$ cat src/hw/rtl/button_press_duration_debounce_macros.svh
// Assertion macros for the button press duration debouncer.
`ifndef BUTTON_PRESS_DURATION_DEBOUNCE_MACROS_SVH
`define BUTTON_PRESS_DURATION_DEBOUNCE_MACROS_SVH

// Same-cycle implication, disabled while in reset.
`define BPDD_ASSERT_IMPLIES(name, ante, cons) \
  name: assert property (@(posedge clk_i) disable iff (!rst_ni) (ante) |-> (cons)) \
    else $error("bpdd check failed");

// Next-cycle implication, disabled while in reset.
`define BPDD_ASSERT_NEXT(name, ante, cons) \
  name: assert property (@(posedge clk_i) disable iff (!rst_ni) (ante) |=> (cons)) \
    else $error("bpdd check failed");

`endif

$ cat src/hw/rtl/bpdd_pkg.sv
// Shared types and constants of the button press duration debouncer.
package bpdd_pkg;

  localparam int unsigned PIN_MAX = 16;
  localparam int unsigned QDEPTH  = 2;

  localparam logic [31:0] DEBOUNCE_RESET = 32'd50000;

  typedef enum logic {
    ACT_EDGE = 1'b0,
    ACT_ACK  = 1'b1
  } action_e;

  typedef enum logic {
    KIND_RELEASE = 1'b0,
    KIND_SUMMARY = 1'b1
  } kind_e;

  typedef enum logic {
    REG_ENABLED_MASK = 1'b0,
    REG_DEBOUNCE_US  = 1'b1
  } reg_idx_e;

  typedef struct packed {
    logic        we;
    reg_idx_e    index;
    logic [31:0] data;
  } cfg_req_t;

  // One classified request, handed from front to back.
  typedef struct packed {
    logic [PIN_MAX-1:0]        release_mask;
    logic [PIN_MAX-1:0][31:0]  held;
    logic [PIN_MAX-1:0]        rising;
    logic [PIN_MAX-1:0]        acked;
  } entry_t;

  typedef struct packed {
    logic full;
    logic empty;
  } q_status_t;

endpackage

$ cat src/hw/rtl/bpdd_queue.sv
// Short request queue between the front and back ends.
module bpdd_queue (
  input  logic                 clk_i,
  input  logic                 rst_ni,
  input  logic                 push_i,
  input  bpdd_pkg::entry_t     entry_i,
  input  logic                 pop_i,
  output bpdd_pkg::entry_t     entry_o,
  output bpdd_pkg::q_status_t  status_o
);
  import bpdd_pkg::*;

  localparam int unsigned PW = (QDEPTH > 1) ? $clog2(QDEPTH) : 1;
  localparam int unsigned CW = $clog2(QDEPTH + 1);

  entry_t          mem_q [QDEPTH];
  logic [PW-1:0]   wr_ptr_q, wr_ptr_d;
  logic [PW-1:0]   rd_ptr_q, rd_ptr_d;
  logic [CW-1:0]   count_q, count_d;

  assign entry_o        = mem_q[rd_ptr_q];
  assign status_o.full  = (count_q == CW'(QDEPTH));
  assign status_o.empty = (count_q == '0);

  function automatic logic [PW-1:0] ptr_inc(input logic [PW-1:0] p);
    ptr_inc = (p == PW'(QDEPTH - 1)) ? '0 : p + PW'(1);
  endfunction

  always_comb begin
    wr_ptr_d = push_i ? ptr_inc(wr_ptr_q) : wr_ptr_q;
    rd_ptr_d = pop_i  ? ptr_inc(rd_ptr_q) : rd_ptr_q;
    count_d  = count_q;
    if (push_i && !pop_i) begin
      count_d = count_q + CW'(1);
    end else if (pop_i && !push_i) begin
      count_d = count_q - CW'(1);
    end
  end

  always_ff @(posedge clk_i) begin
    if (push_i) begin
      mem_q[wr_ptr_q] <= entry_i;
    end
  end

  always_ff @(posedge clk_i or negedge rst_ni) begin
    if (!rst_ni) begin
      wr_ptr_q <= '0;
      rd_ptr_q <= '0;
      count_q  <= '0;
    end else begin
      wr_ptr_q <= wr_ptr_d;
      rd_ptr_q <= rd_ptr_d;
      count_q  <= count_d;
    end
  end

endmodule

$ cat config.mk
export PLATFORM = sky130hd
export DESIGN_NAME = bpdd_queue
export DESIGN_NICKNAME = d
export VERILOG_FILES = /design/src/hw/rtl/button_press_duration_debounce_macros.svh /design/src/hw/rtl/bpdd_pkg.sv /design/src/hw/rtl/bpdd_queue.sv
export SDC_FILE = /design/constraint.sdc
export NUM_CORES = 1
export LEC_CHECK = 0
export BUFFER_PORTS_ARGS = -buffer_cell sky130_fd_sc_hd__clkbuf_2
export CAP_MARGIN = 10
export CORE_AREA = 2 2 435 437
export DETAILED_ROUTE_END_ITERATION = 12
export DIE_AREA = 0 0 437 439
export MAX_ROUTING_LAYER = met4
export PLACE_DENSITY_LB_ADDON = 0.08
export SKIP_CTS_REPAIR_TIMING = 1
export SYNTH_ARGS = -nofsm -noshare
export SYNTH_HDL_FRONTEND = slang
export SYNTH_SLANG_ARGS = --single-unit
$ cat constraint.sdc
create_clock -name clk_i -period 34.8 [get_ports clk_i]
set_clock_uncertainty 0.2 [all_clocks]
set_input_delay 5.22 -clock clk_i [delete_from_list [all_inputs] [get_ports clk_i]]
set_output_delay 5.22 -clock clk_i [all_outputs]
set_load 0.01 [all_outputs]
==> results of run 1 <==
registers in the layout, summed over array words and instances (netlist names):
register and flops:
mem_q 1120, rd_ptr_q 1, wr_ptr_q 1, count_q 2
stage by stage:
step                util (%)  total power, mW
floorplan                  -            2.845
global placement       26.26            3.225
detailed placement     26.26            3.237
CTS                    28.58            4.649
global route           28.64            4.762
finish                 28.64            4.542
critical path, stage by stage, from the launching register on:
cell and delay, ns:
dfrtp_4 0.94, buf_4 0.81, buf_4 0.74, buf_4 0.81, mux2_2 0.43, clkbuf_2 0.13
path summary, 6_finish.rpt:
check                           cells past startpoint             to
worst max-delay path                                5   entry_o[487]
min in group asynchronous                           1       wr_ptr_q
worst min-delay path                                1     count_q[1]
worst max register to register                      6  mem_q[1][338]
worst min register to register                      1     count_q[1]
max in group asynchronous                           1       rd_ptr_q
cell usage in the layout, fill, tap and decap left out:
cell and count:
clkinv_2 16, dfrtp_1 3, inv_16 2, mux2_2 529
buf_4 25, xor2_1 4, xnor2_1 1, buf_12 1
clkinv_4 2, ha_1 1, nor2_1 2, diode_2 44
clkinv_1 24, and2_4 1, clkinv_8 3, clkinv_16 1
mux2_1 31, inv_1 1, clkbuf_1 44, bufinv_16 7
clkbuf_16 143, dfrtp_4 1, clkbuf_8 2, nor2b_4 1
edfxtp_1 1120, nor2b_1 1, inv_6 7, clkbuf_2 1125
layer usage:
layer  vias to the layer above  part of all wire (%)  routed length (um)
li1                       9628                     -                   -
met1                     11070                    35               48530
met2                       749                    55               76050
met3                       248                   6.7                9238
met4                         0                   3.5                4868
met5                         -                     0                   0
power groups by stage:
stage                     sequential (mW)  combinational [mW]  clock, mW
final                                1.86                1.30       1.38
after global routing                 1.89                1.39       1.49
after CTS                            1.87                1.35       1.43
after detailed placement             1.89                1.34          0
after global placement               1.89                1.34          0
after floorplan                      2.09               0.752          0
kinds of logic after synthesis:
logic type    Yosys count  share of synthesized area [%]
buf+inv                63                          1.266
fa+ha+maj               1                        0.03079
flops                1124                          83.01
simple gates            5                        0.06467
mux                   560                          15.52
xor+xnor                5                         0.1078
cell type report:
type / instances / area (um^2) / area share, %
Sequential cell: 1124 / 33740 / 62.99
Multi-Input combinational cell: 571 / 6399 / 11.95
Timing Repair Buffer: 1151 / 5838 / 10.90
Clock buffer: 189 / 3771 / 7.041
Tap cell: 2495 / 3122 / 5.829
Clock inverter: 62 / 578.1 / 1.079
Antenna cell: 44 / 110.1 / 0.2056
Inverter: 1 / 3.754 / 0.007009
==> impl_metrics.tcl, run 1 <==
set metrics [dict create \
    status "completed" \
    cp.arrival_ns 4.90 \
    fillers 18890 \
    cts_buffers 140 \
    hold-worst-slack_ns 0.3094 \
    syn_area_um2 40640 \
    drt_iter0_drc 1209 \
    pwr-share-seq_pct 41.0 \
    fin_setup_tns_ns 0 \
    drive_above_1_share_pct 60.23 \
    viasPerCell 3.849 \
    grt_pass1_wl_um 187100 \
    ys_top_cells_by_count "edfxtp_1 (1120), mux2_2 (529), buf_6 (32)" \
    clk_path_buf_depth 3 \
    synth_nets 2323 \
    cts-root-buf "clkbuf_16" \
    worstSetupPathType "register to output port" \
    nets 3554 \
    yosysTopAreaCell "edfxtp_1" \
    grt_antenna_before_repair 67 \
    ant_nets 0 \
    grt_overflow 0 \
    coreArea_um2 187000 \
    finalHoldViolCount 0 \
    yosys-top-cells-area "edfxtp_1 (83%), mux2_2 (15%), buf_6 (0.89%)" \
    grt_max_degree 136 \
    ir_drop_v 0.00007021 \
    p_sw_mw 1.424 \
    yosysTopAreaCellShare_pct 82.77 \
    fin_crit_sh_pct 29.66 \
    yosysMostFrequentCell "edfxtp_1" \
    globalRoute.busiestLayer "met2" \
    ys_types 13 \
    relSlewSlack_pct 19.92 \
    fin_area_um2 53560 \
    slew_violations 0 \
    worst_slew_pin_slew_ns 1.201 \
    vias 21700 \
    r2r_start "wr_ptr_q" \
    grt_use_met2_pct 25.80 \
    setup_ws_ns 24.48 \
    area_growth_pct 31.80 \
    place.gp.congestion 0.8167 \
    final.min_clock_period_ns 10.32 \
    dp_hpwl_um 103300 \
    ff2ff_setup_slack_ns 29.18 \
    drv_cap 0 \
    dieArea_um2 191800 \
    rsz0062_at_grt "false" \
    post_dp_cell_area_um2 49100 \
    portBuffers 1125 \
    grt_usage_pct 14.42 \
    switching_share_pct 31.35 \
    grt_pass1_vias 23600 \
    wl_per_cell_um 24.60 \
    p_per_area_nw_per_um2 84.81 \
    clock_latency_ns 0.77 \
    drt_pre_antenna_iters 5 \
    clk_pin_slew_ns 0.05 \
    p_leak_nw 19.74 \
    min_from "count_q[1]" \
    cts.htree.levels 4 \
    ys_ff_latch 1124 \
    met3_usage_pct 4.991 \
    start_util_pct 21.73 \
    end_kind "output port" \
    clkSinkCount 1124 \
    drcViolationCount 0 \
    setup_viol 0 \
    layoutNonFillerInstCount 5637 \
    clockPowerShare_pct 30.3 \
    syn_inst 1758 \
    synth_ff_type "edfxtp_1" \
    synthArstFlopShare_pct 0.3559 \
    dpl.cell_count 5342 \
    ys_seq_area_share_pct 83.01 \
    ios 1126 \
    routed_wl_um 138700 \
    die_w_um 437 \
    cts_tree "done" \
    crit_path_start "rd_ptr_q" \
    start_kind "register" \
    row_count 159 \
    cp_max_fo 72 \
    hold_path.class "register to register" \
    yosys_warnings 0 \
    combPwrFrac_pct 28.7 \
    place_ws_ns 24.03 \
    die_h_um 439 \
    required_ns 29.38 \
    use_met1_pct 13.92 \
    internal-power_mw 3.118 \
    synth.avg_cell_area_um2 23.11 \
    max_freq_mhz 96.87 \
    synth_edf_count 1120 \
]
Power figures use the tool's default switching activity.
==> inputs of run 2 (changes only) <==
- clock period: 34.8 -> 10.5 ns (I/O delays scaled with it)
==> run 2 against run 1 <==
Sequential share of layout area is 0.12 points higher. Global-route usage grew 0.12 points. Critical endpoint is now entry_o[249]. Flip-flop and latch count did not move. Core utilization is 0.053 points lower. Cell area is 0.18% lower. Worst hold slack got worse by 0.024 ns. Clock-buffer cell count decreased by 14. Highest routed layer unchanged. Wire length rose by 0.60%. Clock power rose to 3.2 times the previous value.
==> impl_metrics.tcl, run 2 (synthesis results as in run 1) <==
set metrics [dict create \
    status "completed" \
    clockPowerShare_pct 29.9 \
    vias 21760 \
    cp_max_fo 115 \
    setup_ws_ns 4.819 \
    worst_slew_pin_slew_ns 1.147 \
    fillers 18880 \
    drive_above_1_share_pct 60.21 \
    slew_violations 0 \
    setup_viol 0 \
    start_kind "register" \
    wl_per_cell_um 24.78 \
    pwr-share-seq_pct 41.6 \
    drv_cap 0 \
    relSlewSlack_pct 23.54 \
    nets 3544 \
    clkSinkCount 1124 \
    ir_drop_v 0.0001606 \
    end_kind "output port" \
    ios 1126 \
    die_h_um 439 \
    portBuffers 1125 \
    grt_pass1_wl_um 189100 \
    p_total_mw 14.92 \
    cts_tree "done" \
    max_freq_mhz 176.0 \
    grt_usage_pct 14.55 \
    fin_crit_sh_pct 54.11 \
    p_sw_mw 4.666 \
    crit_chain "buf_4 -> buf_12 -> mux2_1 -> clkbuf_2" \
    path_delay_family "buffers and inverters" \
    viasPerCell 3.864 \
    clock_latency_ns 0.75 \
    largest_reg_flops 1120 \
    cts_buffers 138 \
    drt_iter0_drc 1182 \
    regArea_um2 33740 \
    grt_pass1_vias 23660 \
    dpl.cell_count 5334 \
    start_util_pct 21.73 \
    cts-root-buf "clkbuf_16" \
    drt_pre_antenna_iters 5 \
    cp.arrival_ns 3.91 \
    internal-power_mw 10.25 \
    largestRegisters "mem_q (1120), count_q (2)" \
    worstSetupPathType "register to output port" \
    p_per_area_nw_per_um2 279.0 \
    cp_slowest_stage_delay_ns 1.01 \
    required_ns 8.73 \
    cp_num_buf_inv 3 \
    place.gp.congestion 0.9049 \
    drcViolationCount 0 \
    finalHoldViolCount 0 \
    switching_share_pct 31.28 \
    dieArea_um2 191800 \
    ff2ff_setup_slack_ns 6.91 \
    grt_max_degree 146 \
    largest_register "mem_q" \
    clk_path_buf_depth 3 \
    place_ws_ns 5.474 \
    routed_wl_um 139500 \
    critical-path-slowest-cell "dfrtp_4" \
    layout_common_cells "clkbuf_2 (1125), edfxtp_1 (1120), mux2_2 (529), clkbuf_16 (143), clkbuf_1 (32)" \
    p_leak_nw 19.65 \
    multiInputGateArea_um2 6399 \
    dp_hpwl_um 102200 \
    final.min_clock_period_ns 5.681 \
    coreArea_um2 187000 \
    clk_pin_slew_ns 0.06 \
    ant_nets 0 \
    final_common_cell "clkbuf_2" \
    cts.htree.levels 4 \
    grt_overflow 0 \
    rsz0062_at_grt "false" \
    hold_path.class "register to register" \
    combPwrFrac_pct 28.6 \
    layoutNonFillerInstCount 5631 \
    fin_util_pct 28.59 \
    area_growth_pct 31.56 \
    grt_antenna_before_repair 67 \
    row_count 159 \
    die_w_um 437 \
]
## run 2: cell types whose count changed in the layout (fill, tap and decap cells not counted), moves of 3 or more
cell,before,now
clkbuf_1,44,32
clkinv_1,24,31
buf_12,1,8
clkinv_2,16,19
diode_2,44,52
buf_4,25,10
clkinvlp_4,0,3
## run 2: metal layers
metal  track usage (%)  wire [um]  vias to the layer above  share of wire [%]
li1                  -          -                     9613                  -
met5                 -          0                        -                  0
met4             5.996       4476                        0                3.2
met2             25.51      75200                      789                 54
met1             14.56      49400                    11140                 35
met3             5.276      10460                      219                7.5
## run 2: final timing paths
kind | end | cells past startpoint | from
max | entry_o[249] | 4 | rd_ptr_q
min | count_q[1] | 1 | count_q[1]
max reg2reg | mem_q[1][347] | 3 | wr_ptr_q
min reg2reg | count_q[1] | 1 | count_q[1]
max in group asynchronous | rd_ptr_q | 1 | rst_ni
min in group asynchronous | count_q[1] | 1 | rst_ni
## run 2: per-stage QoR
| stage | hold WS [ns] | cell area, um^2 | TNS [ns] |
|---|---|---|---|
| 3_5_place_dp | 0.2814 | 49130 | 0 |
| 6_report | 0.2849 | 53460 | 0 |
| 4_1_cts | 0.2907 | 53330 | 0 |
| 2_1_floorplan | 0.2563 | 40640 | -38.85 |
| 3_3_place_gp | 0.2889 | 49130 | 0 |
| 5_1_grt | 0.3286 | 53450 | 0 |
## run 2: cell type report
type,instances,share of cell area [%]
sequential,1124,63.11
inverter,1,0.007021
tap,2495,5.840
antenna,52,0.2434
timing repair buffer,1143,10.97
clock inverter,70,0.9432
clock buffer,175,6.919
multi-input combinational,571,11.97
## run 2: power by group through the flow
stage               sequential [mW]  clock (mW)  combinational [mW]
floorplan                      6.43           0                2.49
global placement               6.29           0                4.39
detailed placement             6.30           0                4.40
CTS                            6.22        4.63                4.43
global route                   6.28        4.81                4.57
finish                         6.20        4.46                4.26
==> inputs of run 3 (changes only) <==
- clock period: 10.5 -> 4.95 ns (I/O delays scaled with it)
==> run 3 against run 2 <==
Clock-buffer cell count shrank 6. Non-clock buffer count rose by 589. Sequential share of layout area is 6.7 points lower. Highest routed layer unchanged. Combinational power rose by 130%. Largest cell class unchanged. Cell area is 12% higher. Worst hold slack got worse by 0.22 ns. Critical path type unchanged. Die area stayed put. Core utilization up 3.4 points.
==> impl_metrics.tcl, run 3 (synthesis results as in run 1) <==
set metrics [dict create \
    status "completed" \
    drt_pre_antenna_iters 6 \
    ir_drop_v 0.0002754 \
    largest_register "mem_q" \
    required_ns 4.01 \
    die_h_um 439 \
    start_kind "register" \
    cts-root-buf "clkbuf_16" \
    start_util_pct 21.73 \
    cts_buffers 139 \
    nets 4134 \
    r2r_start "wr_ptr_q" \
    coreArea_um2 187000 \
    relSlewSlack_pct 35.73 \
    row_count 159 \
    viasPerCell 3.843 \
    drcViolationCount 0 \
    worstSetupPathType "register to output port" \
    max_freq_mhz 248.0 \
    slew_violations 0 \
    fin_util_pct 31.97 \
    wl_per_cell_um 22.68 \
    die_w_um 437 \
    vias 23900 \
    cp_max_fo 81 \
    cp.arrival_ns 3.09 \
    routed_wl_um 141000 \
    grt_max_degree 84 \
    ant_nets 0 \
    r2r_cells 3 \
    drive_above_1_share_pct 51.85 \
    final_common_cell "clkbuf_2" \
    clock_latency_ns 0.76 \
    ios 1126 \
    r2r-end "mem_q[0][142]" \
    finalHoldViolCount 0 \
    hold_path.class "primary input to register" \
    drt_iter0_drc 1023 \
    min_from "push_i" \
    setup_viol 0 \
    cts_tree "done" \
    crit_path_start "rd_ptr_q" \
    place.gp.congestion 0.8312 \
    largest_reg_flops 1120 \
    portBuffers 1125 \
    clk_pin_slew_ns 0.05 \
    worst_slew_pin_slew_ns 0.9641 \
    cp_slowest_stage_delay_ns 1.03 \
    clkSinkCount 1124 \
    grt_pass1_vias 23610 \
    critPathCapture "entry_o[242]" \
    grt_antenna_before_repair 53 \
    cts.htree.levels 4 \
    place_ws_ns 1.621 \
    grt_pass1_wl_um 188300 \
    area_growth_pct 47.13 \
    rsz0062_at_grt "false" \
    grt_overflow 0 \
    setup_ws_ns 0.9175 \
    clk_path_buf_depth 3 \
    p_leak_nw 22.38 \
    final.min_clock_period_ns 4.033 \
    largestRegisters "mem_q (1120), count_q (2)" \
    dieArea_um2 191800 \
    dp_hpwl_um 104600 \
    crit_chain "buf_12 -> mux2_1 -> clkbuf_2" \
    ff2ff_setup_slack_ns 2.55 \
    drv_cap 0 \
    p_per_area_nw_per_um2 554.9 \
    grt_usage_pct 14.49 \
    critical-path-slowest-cell "dfrtp_4" \
    fin_crit_sh_pct 81.47 \
    layout_common_cells "clkbuf_2 (1125), edfxtp_1 (1120), dlygate4sd3_1 (556), mux2_2 (529), clkbuf_16 (143)" \
    end_kind "output port" \
]
-- run 3: cell count changes in the layout (fill, tap and decap cells not counted), moves of 3 or more --
cell	delta
buf_12	+10
buf_4	+23
bufinv_16	+12
clkbuf_1	-6
clkinv_1	-6
clkinv_2	+4
diode_2	-8
dlygate4sd3_1	+556
inv_16	+3
inv_6	-3
-- run 3: report_power, final --
part	internal [mW]	total, mW	leakage (nW)	switching [mW]
sequential	12.6	13.1	10.6	0.448
clock	6.20	10.3	2.26	4.07
combinational	4.04	9.85	9.57	5.81
total	22.8	33.2	22.4	10.3
-- run 3: worst min path at each step --
stage               cells after the start         end
floorplan                               0  count_q[0]
global placement                        1  count_q[1]
detailed placement                      1  count_q[1]
CTS                                     1    rd_ptr_q
global route                            2    wr_ptr_q
finish                                  2    wr_ptr_q
-- run 3: critical path, delay by kind of cell (launching register included) --
kind / cells / cell delay (ns)
buffers and inverters: 2 / 0.62
muxes: 1 / 0.48
DFF: 1 / 1.03
-- run 3: per-layer routing --
layer | share of wire (%) | global-route usage [%] | vias to the layer above
met2 | 53 | 25.71 | 755
met3 | 6.3 | 5.132 | 224
met1 | 37 | 14.67 | 12130
li1 | - | - | 10790
met5 | 0 | - | -
met4 | 2.9 | 5.106 | 0
-- run 3: per-stage QoR --
step	power (mW)	std cells	area, um^2	setup TNS [ns]	hold slack, ns
after floorplan	18.94	1758	40640	-4530.27	0.2469
after global placement	22.99	5367	49500	0	0.2841
after detailed placement	23.05	5367	49500	0	0.2773
after CTS	33.53	5617	54110	0	-0.5020
after global routing	34.75	6214	59780	0	0.009498
final	33.18	6217	59780	0	0.06758
-- run 3: layout make-up --
type                            instances  area, um^2
Clock inverter                         81       934.6
Clock buffer                          169        3676
Tap cell                             2495        3122
Antenna cell                           44       110.1
Inverter                                1       3.754
Timing Repair Buffer                 1732       11800
Sequential cell                      1124       33740
Fill cell                           18530      127200
Multi-Input combinational cell        571        6399
