===== src/hw/rtl/button_press_duration_debounce_macros.svh =====
// Assertion macros for the button press duration debouncer.
`ifndef BUTTON_PRESS_DURATION_DEBOUNCE_MACROS_SVH
`define BUTTON_PRESS_DURATION_DEBOUNCE_MACROS_SVH

// Same-cycle implication, disabled while in reset.
`define BPDD_ASSERT_IMPLIES(name, ante, cons) \
  name: assert property (@(posedge clk_i) disable iff (!rst_ni) (ante) |-> (cons)) \
    else $error("bpdd check failed");

// Next-cycle implication, disabled while in reset.
`define BPDD_ASSERT_NEXT(name, ante, cons) \
  name: assert property (@(posedge clk_i) disable iff (!rst_ni) (ante) |=> (cons)) \
    else $error("bpdd check failed");

`endif


===== src/hw/rtl/bpdd_pkg.sv =====
// Shared types and constants of the button press duration debouncer.
package bpdd_pkg;

  localparam int unsigned PIN_MAX = 16;
  localparam int unsigned QDEPTH  = 2;

  localparam logic [31:0] DEBOUNCE_RESET = 32'd50000;

  typedef enum logic {
    ACT_EDGE = 1'b0,
    ACT_ACK  = 1'b1
  } action_e;

  typedef enum logic {
    KIND_RELEASE = 1'b0,
    KIND_SUMMARY = 1'b1
  } kind_e;

  typedef enum logic {
    REG_ENABLED_MASK = 1'b0,
    REG_DEBOUNCE_US  = 1'b1
  } reg_idx_e;

  typedef struct packed {
    logic        we;
    reg_idx_e    index;
    logic [31:0] data;
  } cfg_req_t;

  // One classified request, handed from front to back.
  typedef struct packed {
    logic [PIN_MAX-1:0]        release_mask;
    logic [PIN_MAX-1:0][31:0]  held;
    logic [PIN_MAX-1:0]        rising;
    logic [PIN_MAX-1:0]        acked;
  } entry_t;

  typedef struct packed {
    logic full;
    logic empty;
  } q_status_t;

endpackage


===== src/hw/rtl/bpdd_back.sv =====
// Back end: walks the release mask of the head request and drives the results.
module bpdd_back (
  input  logic                 clk_i,
  input  logic                 rst_ni,
  input  bpdd_pkg::q_status_t  q_status_i,
  input  bpdd_pkg::entry_t     entry_i,
  output logic                 pop_o,
  output logic                 out_valid_o,
  input  logic                 out_stall_i,
  output logic                 out_kind_o,
  output logic [3:0]           out_pin_o,
  output logic [31:0]          out_held_us_o,
  output logic [15:0]          out_rising_edge_mask_o,
  output logic [15:0]          out_acked_mask_o,
  output logic                 out_last_o
);
  import bpdd_pkg::*;

  logic               active_q, active_d;
  logic [PIN_MAX-1:0] pend_q, pend_d;
  logic [PIN_MAX-1:0] pend_cur, lowest;
  logic [3:0]         sel_pin;
  logic [31:0]        sel_held;
  logic               advance, issue, is_report;

  logic               out_valid_q, out_valid_d;
  kind_e              kind_q;
  logic [3:0]         pin_q;
  logic [31:0]        held_q;
  logic [15:0]        rising_q, acked_q;
  logic               last_q;

  assign advance   = !out_valid_q || !out_stall_i;
  assign issue     = advance && !q_status_i.empty;
  assign pend_cur  = active_q ? pend_q : entry_i.release_mask;
  assign lowest    = pend_cur & (~pend_cur + 16'd1);
  assign is_report = (pend_cur != '0);
  assign pop_o     = issue && !is_report;

  // one-hot select of the lowest pending pin
  always_comb begin
    sel_pin  = '0;
    sel_held = '0;
    for (int i = 0; i < PIN_MAX; i++) begin
      if (lowest[i]) begin
        sel_pin  = sel_pin | 4'(i);
        sel_held = sel_held | entry_i.held[i];
      end
    end
  end

  always_comb begin
    active_d    = active_q;
    pend_d      = pend_q;
    out_valid_d = out_valid_q;
    if (advance) begin
      out_valid_d = !q_status_i.empty;
    end
    if (issue) begin
      active_d = is_report;
      pend_d   = pend_cur & ~lowest;
    end
  end

  always_ff @(posedge clk_i or negedge rst_ni) begin
    if (!rst_ni) begin
      active_q    <= 1'b0;
      pend_q      <= '0;
      out_valid_q <= 1'b0;
    end else begin
      active_q    <= active_d;
      pend_q      <= pend_d;
      out_valid_q <= out_valid_d;
    end
  end

  always_ff @(posedge clk_i) begin
    if (issue) begin
      kind_q   <= is_report ? KIND_RELEASE : KIND_SUMMARY;
      pin_q    <= is_report ? sel_pin : 4'd0;
      held_q   <= is_report ? sel_held : 32'd0;
      rising_q <= entry_i.rising;
      acked_q  <= entry_i.acked;
      last_q   <= !is_report;
    end
  end

  assign out_valid_o            = out_valid_q;
  assign out_kind_o             = kind_q;
  assign out_pin_o              = pin_q;
  assign out_held_us_o          = held_q;
  assign out_rising_edge_mask_o = rising_q;
  assign out_acked_mask_o       = acked_q;
  assign out_last_o             = last_q;

endmodule


===== config.mk =====
export PLATFORM = sky130hd
export DESIGN_NAME = bpdd_back
export DESIGN_NICKNAME = d
export VERILOG_FILES = /design/src/hw/rtl/button_press_duration_debounce_macros.svh /design/src/hw/rtl/bpdd_pkg.sv /design/src/hw/rtl/bpdd_back.sv
export SDC_FILE = /design/constraint.sdc
export NUM_CORES = 1
export LEC_CHECK = 0
export BUFFER_PORTS_ARGS = -buffer_cell sky130_fd_sc_hd__buf_2
export CORE_AREA = 2 2 250 252
export DETAILED_ROUTE_END_ITERATION = 16
export DIE_AREA = 0 0 252 254
export GPL_TIMING_DRIVEN = 0
export SYNTH_ARGS = -nofsm -noshare
export SYNTH_HDL_FRONTEND = slang
export SYNTH_SLANG_ARGS = --single-unit

===== constraint.sdc =====
create_clock -name clk_i -period 3.7 [get_ports clk_i]
set_clock_uncertainty 0.1 [all_clocks]
set_input_delay 0.185 -clock clk_i [delete_from_list [all_inputs] [get_ports clk_i]]
set_output_delay 0.185 -clock clk_i [all_outputs]
set_load 0.05 [all_outputs]

==> results of run 1 <==
==> per-stage QoR <==
stage	util	area, sq um	hold slack, ns
2_1_floorplan	-	7250	-0.211
3_3_place_gp	0.186	11400	0.0617
3_5_place_dp	0.187	11400	0.0663
4_1_cts	0.202	12400	0.00128
5_1_grt	0.204	12500	0.0167
6_report	0.204	12500	0.0245
==> per-layer routing <==
layer / global-route usage / wire [microns] / share of wire / up-vias
met2: 0.335 / 31800 / 0.46 / 847
met3: 0.0533 / 6590 / 0.096 / 163
li1: - / - / - / 4731
met4: 0.0869 / 2920 / 0.042 / 10
met1: 0.249 / 27300 / 0.40 / 5186
met5: 0 / 62 / 0.00090 / -
==> registers in the layout, summed over array words and instances (netlist names) <==
name	flops
out_acked_mask_o	16
out_valid_o	1
out_held_us_o	32
out_rising_edge_mask_o	16
out_pin_o	4
out_kind_o	1
pend_q	15
active_q	1
==> power by group <==
part	switching, W	total [W]	internal (W)
Combinational	0.00699	0.00975	0.00276
Clock	0.000440	0.00103	0.000587
Sequential	0.0000988	0.00171	0.00161
==> how the worst max path moves through the flow <==
stage / from / endpoint / slack, ns / depth (start not counted)
after global placement: out_valid_o / out_held_us_o[17] / -1.45 / 4
after floorplan: active_q / active_q / 0.08 / 7
final: active_q / out_held_us_o[20] / -0.0003 / 9
after detailed placement: active_q / out_held_us_o[2] / -0.56 / 7
after global routing: active_q / out_held_us_o[5] / -0.0003 / 8
after CTS: active_q / out_held_us_o[23] / 0.004 / 9
==> critical path, stage by stage, from the launching register on <==
cell and delay [ns]:
dfrtp_2 0.46, buf_6 0.17, buf_6 0.15, buf_6 0.17, mux2_4 0.42, buf_4 0.23
a22o_1 0.24, a221oi_1 0.52, nand3_1 0.44, a2111o_1 0.50
==> Yosys cell counts, types with 14 or more instances <==
cell type	count
a21oi_1	32
a221oi_1	43
a222oi_1	28
a22o_1	44
a22oi_1	101
and2_1	14
buf_2	31
clkbuf_1	34
dfrtp_1	17
edfxtp_1	69
nand2_1	92
nand3_1	25
nor2_1	43
o21ai_0	35
==> cell usage in the layout, fill, tap and decap left out, types with 4 or more instances in the layout <==
master and instances:
a2111o_1 10, a2111oi_1 4, a211o_1 6, a21boi_0 4, a21o_1 4, a21oi_1 32
a21oi_2 6, a221oi_1 33, a221oi_2 10, a222oi_1 28, a22o_1 44, a22oi_1 99
and2_1 14, buf_2 664, buf_4 9, buf_6 5, clkbuf_1 32, clkbuf_16 12
dfrtp_1 16, diode_2 14, dlygate4sd3_1 52, edfxtp_1 69, mux2_2 5, nand2_1 92
nand2b_1 4, nand3_1 20, nand3_2 10, nor2_1 43, o211a_1 6, o211ai_1 13
o21a_1 4, o21ai_0 34, o22ai_1 9, o2bb2ai_1 8, or3_1 6, or3b_1 4
or4_1 5
==> cells by family (layout without fill, tap and decap cells) <==
| logic type | count (synthesis) | after routing | synth area share |
|---|---|---|---|
| AND/OR/NAND/NOR | 229 | 229 | 0.159 |
| other | 0 | 14 | 0 |
| multiplexers | 11 | 11 | 0.0181 |
| AO/OA/AOI/OAI | 385 | 385 | 0.417 |
| buffers and inverters | 85 | 792 | 0.0611 |
| flip-flops | 86 | 86 | 0.345 |
==> final cells by class <==
type,instances,area share
sequential,86,0.200
multi-input combinational,625,0.357
timing repair buffer,691,0.298
tap,790,0.0790
clock buffer,13,0.0246
clock inverter,3,0.00140
buffer,82,0.0356
inverter,3,0.00130
antenna,14,0.00280
==> what timing repair did <==
action,in CTS,in global routing
hold buffers,52,0
gates resized for setup,21,19
pin swaps,3,3
endpoints found under the hold margin,67,0
gates cloned,0,0
setup endpoints to repair,21,24
buffers inserted,3,0
==> impl_metrics.toml, run 1 <==
[layout]
regArea_sq_um = 2500
area_growth_pct = 72.7
fin_cells = 2307
filler_cell_count = 6955
multiInputGateArea_sq_um = 4470
drive_gt1_frac = 0.502
num-nets-final = 2063

[critical_path]
r2r-start = "active_q"
reg2reg_depth = 9
crit_required_ns = 3.70
end_kind = "flip-flop"
worstPathArrival_ns = 3.70
criticalPathCategory = "reg -> reg"
path_max_fanout = 10
r2r_end = "out_held_us_o[20]"
cp-start-kind = "flip-flop"
r2r_setup_slack_ns = -0.0003

[synth]
synth_area_sq_um = 7250
asyncSetResetFlopFracSynth = 0.198
syn-num-nets = 1361
synth_cell_types = 74
synth_edf_count = 69
yosysSeqAreaShare = 0.345
synth_top_area_frac = 0.286
syn_area_per_cell_sq_um = 9.10
synth_cells = 796
ys_top_cells_by_area = "edfxtp_1 (29%), a22oi_1 (10%), dfrtp_1 (5.9%)"
ys_ff_latch = 86
ys.flop_type = "edfxtp_1"
yosysWarnings = 0
synth_top_cell_by_area = "edfxtp_1"

[placement]
dpl_worst_slack_ns = -0.558
dpl.cell_count = 2222
port-buffer-count = 634
hpwl_microns = 57400
gp_congestion = 0.905

[drt]
ant_nets = 0
vias = 10937
wl_per_cell_microns = 29.8
drc = 0
viasPerCell = 4.74
drtIter0Drc = 1252
wl_microns = 68700
dr.pass1.iters = 6

[cts]
clk_pin_slew_worst_paths_ns = 0.08
insertion_delay_ns = 0.37
cts_root_buffer = "clkbuf_16"
cts_max_level = 3
cts_buffer_depth = 2
cts_tree = "done"
cts_buffers = 9
clock_sinks = 86

[floorplan]
rows = 91
initial_utilization = 0.118
die_x_microns = 252
dieArea_sq_um = 64000
core_area_sq_um = 61300
ios = 637
die_y_microns = 254

[job]
maxCapViolCount = 0

[hold_path]
min_path_cells = 3
hold_class = "in -> reg"
min_delay_worst_endpoint = "out_held_us_o[4]"
hp-start = "entry_i[324]"

[sta]
finalSetupTns_ns = -0.000262
slew_headroom = 0.202
fmax_mhz = 270
setup_slack_ns = -0.000262
finalHoldViolCount = 0
drv_slew = 0
setup_viol = 1
worst_pin_slew_ns = 1.19
timing.final.crit_share = 1.00
post-route-min-period_ns = 3.70

[grt]
grtUsageTotal = 0.203
grt_pass1_vias = 10400
antenna_found_initial = 28
grt_max_degree = 78
globalRouteOverflowTotal = 0
grt_pass1_wl_microns = 86500

[pwr]
p_total_w = 0.0125
vdd_ir_drop_max_mv = 0.557
power_density_nw_per_um2 = 998
power.leakage_nw = 5.62

[run_status]
violations = "negative setup slack"
status = "finished, violations left"
Note: power is estimated with default switching activity, not from simulation.
==> run 2: changes to the inputs <==
- SKIP_CTS_REPAIR_TIMING: not set -> 1
==> impl_metrics.toml, run 2 (same netlist as run 1, synthesis figures left out) <==
[layout]
fin_cells = 2293
stdcell_area_sq_um = 12300
final_common_cell = "buf_2"
filler_cell_count = 6968
drive_gt1_frac = 0.504
num-nets-final = 2051
final_cell_mix = "buf_2 (665), a22oi_1 (98), nand2_1 (92)"
largest_register_ffs = 32
area_growth_pct = 70.4

[placement]
gp_congestion = 0.905
dpl.cell_count = 2222
port-buffer-count = 634
placedInstanceArea_sq_um = 11400
hpwl_microns = 57400

[cts]
cts_root_buffer = "clkbuf_16"
insertion_delay_ns = 0.37
clock_sinks = 86
cts_buffer_depth = 2
cts_tree = "done"
cts_max_level = 3
cts_buffers = 9
clk_pin_slew_worst_paths_ns = 0.08

[pwr]
seqPwrFrac = 0.138
vdd_ir_drop_max_mv = 0.514
p_int_w = 0.00493
power_density_nw_per_um2 = 1010
switching_share = 0.603
p_comb_frac = 0.780
switching_power_w = 0.00750
power.leakage_nw = 5.54
p_clk_frac = 0.083

[floorplan]
dieArea_sq_um = 64000
ios = 637
die_x_microns = 252
initial_utilization = 0.118
rows = 91
core_area_sq_um = 61300
die_y_microns = 254

[run_status]
status = "finished, violations left"
violations = "negative setup slack"

[grt]
grt_pass1_wl_microns = 85400
use_met1 = 0.248
grtUsageTotal = 0.201
met2_usage = 0.328
grt_max_degree = 78
globalRouteOverflowTotal = 0
antenna_found_initial = 27
grtUsageMet3 = 0.0526
grt-busiest-layer = "met2"
grt_pass1_vias = 10105

[critical_path]
criticalPathCategory = "reg -> reg"
cp-start-kind = "flip-flop"
crit_path_max_incr_delay_ns = 0.77
r2r_setup_slack_ns = -0.02
path_cells = "buf_6 > buf_6 > buf_6 > mux2i_1 > buf_2 > nand3_2 > buf_2 > buf_2 > nor2_1 > a221oi_1 > nand3_1"
crit_required_ns = 3.66
end_kind = "flip-flop"
worstPathArrival_ns = 3.69
critPathSlowestCell = "a221oi_1"
path_max_fanout = 10

[sta]
fmax_mhz = 268
drv_slew = 0
worst_pin_slew_ns = 1.24
finalHoldViolCount = 0
setup_viol = 2
slew_headroom = 0.173
rsz0062_at_grt = "yes"
setup_slack_ns = -0.0250
timing.final.crit_share = 1.01
post-route-min-period_ns = 3.72

[drt]
drtIter0Drc = 1387
viasPerCell = 4.81
dr.pass1.iters = 8
wl_per_cell_microns = 29.9
drc = 0
vias = 11019
ant_nets = 0
wl_microns = 68500

[hold_path]
hold_class = "in -> reg"

[job]
maxCapViolCount = 0
## run 2: power groups by stage
stage / clock network [W] / registers (W) / logic, W
final: 0.00103 / 0.00171 / 0.00970
after global routing: 0.00110 / 0.00174 / 0.0103
after CTS: 0.00107 / 0.00171 / 0.00954
after detailed placement: 0 / 0.00173 / 0.00951
after global placement: 0 / 0.00172 / 0.00947
after floorplan: 0 / 0.00255 / 0.00410
## run 2: worst max-delay path: cells and delay by family, from the launching register on
| family | cells | cell delay, ns |
|---|---|---|
| AO/OA/AOI/OAI | 1 | 0.77 |
| multiplexers | 1 | 0.14 |
| AND/OR/NAND/NOR | 3 | 0.48 |
| flip-flops | 1 | 0.47 |
| buffers and inverters | 6 | 1.44 |
## run 2: per-stage QoR
step           power (W)   util  setup WS (ns)  hold slack, ns  setup TNS [ns]
5_1_grt           0.0131  0.201        -0.0857         0.00116          -0.109
6_report          0.0124  0.202        -0.0250         0.00467         -0.0426
3_5_place_dp      0.0112  0.187         -0.558          0.0663           -3.41
4_1_cts           0.0123  0.192         -0.588          -0.355           -4.04
2_1_floorplan    0.00666      -         0.0751          -0.211               0
3_3_place_gp      0.0112  0.186          -1.45          0.0617         -115.09
## run 2: worst paths after layout
kind	startpoint	end	cells past startpoint
min	entry_i[493]	out_held_us_o[13]	2
max in group asynchronous	rst_ni	active_q	2
min in group asynchronous	rst_ni	out_valid_o	2
max	active_q	out_held_us_o[5]	11
max reg2reg	active_q	out_held_us_o[5]	11
min reg2reg	pend_q[5]	pend_q[5]	2
## run 2: final cells by class
class	instances	area, sq um	area share
multi-input cells	625	4430	0.359
repair buffers	679	3610	0.293
flip-flops and latches	86	2500	0.202
well taps	790	988	0.0801
plain buffers	82	442	0.0358
clock buffers	13	308	0.0249
diodes	12	30.0	0.00243
clock inverters	3	17.5	0.00142
inverters	3	16.3	0.00132
## run 2: metal layers
| metal | wire length, microns | up-vias | part of all wire |
|---|---|---|---|
| li1 | - | 4705 | - |
| met1 | 27800 | 5251 | 0.41 |
| met2 | 31300 | 884 | 0.46 |
| met3 | 6210 | 167 | 0.091 |
| met4 | 3170 | 12 | 0.046 |
| met5 | 79 | - | 0.0012 |
==> run 3: changes to the inputs <==
- GPL_TIMING_DRIVEN: 0 -> not set
==> impl_metrics.toml, run 3 (same netlist as run 1, synthesis figures left out) <==
[run_status]
status = "finished clean"

[pwr]
power.leakage_nw = 5.60
switching_power_w = 0.00688
switching_share = 0.576
power_density_nw_per_um2 = 956
p_total_w = 0.0119
seqPwrFrac = 0.147
vdd_ir_drop_max_mv = 0.555
p_comb_frac = 0.771
p_int_w = 0.00507
p_clk_frac = 0.083

[hold_path]
hp-start = "entry_i[324]"
min_path_cells = 3
hold_class = "in -> reg"

[cts]
clk_pin_slew_worst_paths_ns = 0.07
cts_buffers = 9
cts_tree = "done"
cts_max_level = 3
cts_root_buffer = "clkbuf_16"
clock_sinks = 86
insertion_delay_ns = 0.38
cts_buffer_depth = 2

[grt]
grtUsageTotal = 0.178
grt_max_degree = 37
grt_pass1_wl_microns = 76900
antenna_found_initial = 35
globalRouteOverflowTotal = 0
grt_pass1_vias = 9649

[sta]
rsz0062_at_grt = "no"
hold_ws_ns = 0.0125
finalSetupTns_ns = 0
finalHoldViolCount = 0
post-route-min-period_ns = 3.55
worst_pin_slew_ns = 0.908
fmax_mhz = 281
drv_slew = 0
setup_viol = 0
slew_headroom = 0.393
timing.final.crit_share = 0.960

[drt]
wl_microns = 61500
viasPerCell = 4.70
vias = 10732
wl_per_cell_microns = 26.9
ant_nets = 0
drtIter0Drc = 1192
dr.pass1.iters = 8
drc = 0

[layout]
filler_cell_count = 6942
largest_register_ffs = 32
final_common_cell = "buf_2"
num-nets-final = 2043
area_growth_pct = 72.6
final_cell_mix = "buf_2 (634), a22oi_1 (100), nand2_1 (92)"
drive_gt1_frac = 0.504

[floorplan]
dieArea_sq_um = 64000
core_area_sq_um = 61300
ios = 637
initial_utilization = 0.118
die_x_microns = 252
die_y_microns = 254
rows = 91

[job]
maxCapViolCount = 0

[critical_path]
worstPathArrival_ns = 3.27
cp-start-kind = "flip-flop"
r2r_setup_slack_ns = 0.16
r2r-start = "active_q"
criticalPathCategory = "reg -> out"
crit_required_ns = 3.41
crit_start = "active_q"
path_max_fanout = 30
end_kind = "output port"
reg2reg_depth = 6

[placement]
hpwl_microns = 51500
port-buffer-count = 635
gp_congestion = 0.903
## run 3: power by group through the flow
stage,logic (W),registers (W),clock network [W]
2_1_floorplan,0.00410,0.00255,0
3_3_place_gp,0.00912,0.00177,0
3_5_place_dp,0.00918,0.00177,0
4_1_cts,0.00920,0.00175,0.00105
5_1_grt,0.00977,0.00177,0.00107
6_report,0.00921,0.00175,0.000988
## run 3: final cells by class
| class | count | area [sq um] | area share |
|---|---|---|---|
| inverters | 3 | 13.8 | 0.00110 |
| well taps | 790 | 988 | 0.0791 |
| clock buffers | 14 | 297 | 0.0237 |
| diodes | 10 | 25.0 | 0.00200 |
| clock inverters | 2 | 12.5 | 0.00100 |
| repair buffers | 753 | 4290 | 0.343 |
| flip-flops and latches | 86 | 2500 | 0.200 |
| multi-input cells | 625 | 4370 | 0.350 |
## run 3: critical path, cell delays in order, from the launching register on
cell and delay [ns]:
dfrtp_4 0.61, or3_1 0.48, a222oi_1 0.50, buf_12 0.24, nand3_2 0.36, nor4_1 0.37, buf_4 0.19, buf_12 0.13
## run 3: final timing paths
| kind | to |
|---|---|
| worst min register to register | pend_q[15] |
| min in group asynchronous | out_valid_o |
| worst max register to register | out_held_us_o[1] |
| max in group asynchronous | active_q |
| worst max-delay path | pop_o |
| worst min-delay path | out_held_us_o[4] |
## run 3: routing by layer
layer	vias up	track usage	part of all wire
li1	4684	-	-
met1	5083	0.224	0.42
met2	793	0.288	0.45
met3	146	0.0530	0.094
met4	26	0.0634	0.037
met5	-	0.00309	0.0026
## run 3: metrics by stage
| stage | cells | worst slack (ns) | util | cell area, sq um |
|---|---|---|---|---|
| 2_1_floorplan | 796 | 0.0751 | - | 7250 |
| 3_3_place_gp | 2201 | 0.166 | 0.189 | 11600 |
| 3_5_place_dp | 2201 | 0.173 | 0.189 | 11600 |
| 4_1_cts | 2217 | 0.146 | 0.195 | 11900 |
| 5_1_grt | 2280 | 0.00672 | 0.204 | 12500 |
| 6_report | 2283 | 0.147 | 0.204 | 12500 |
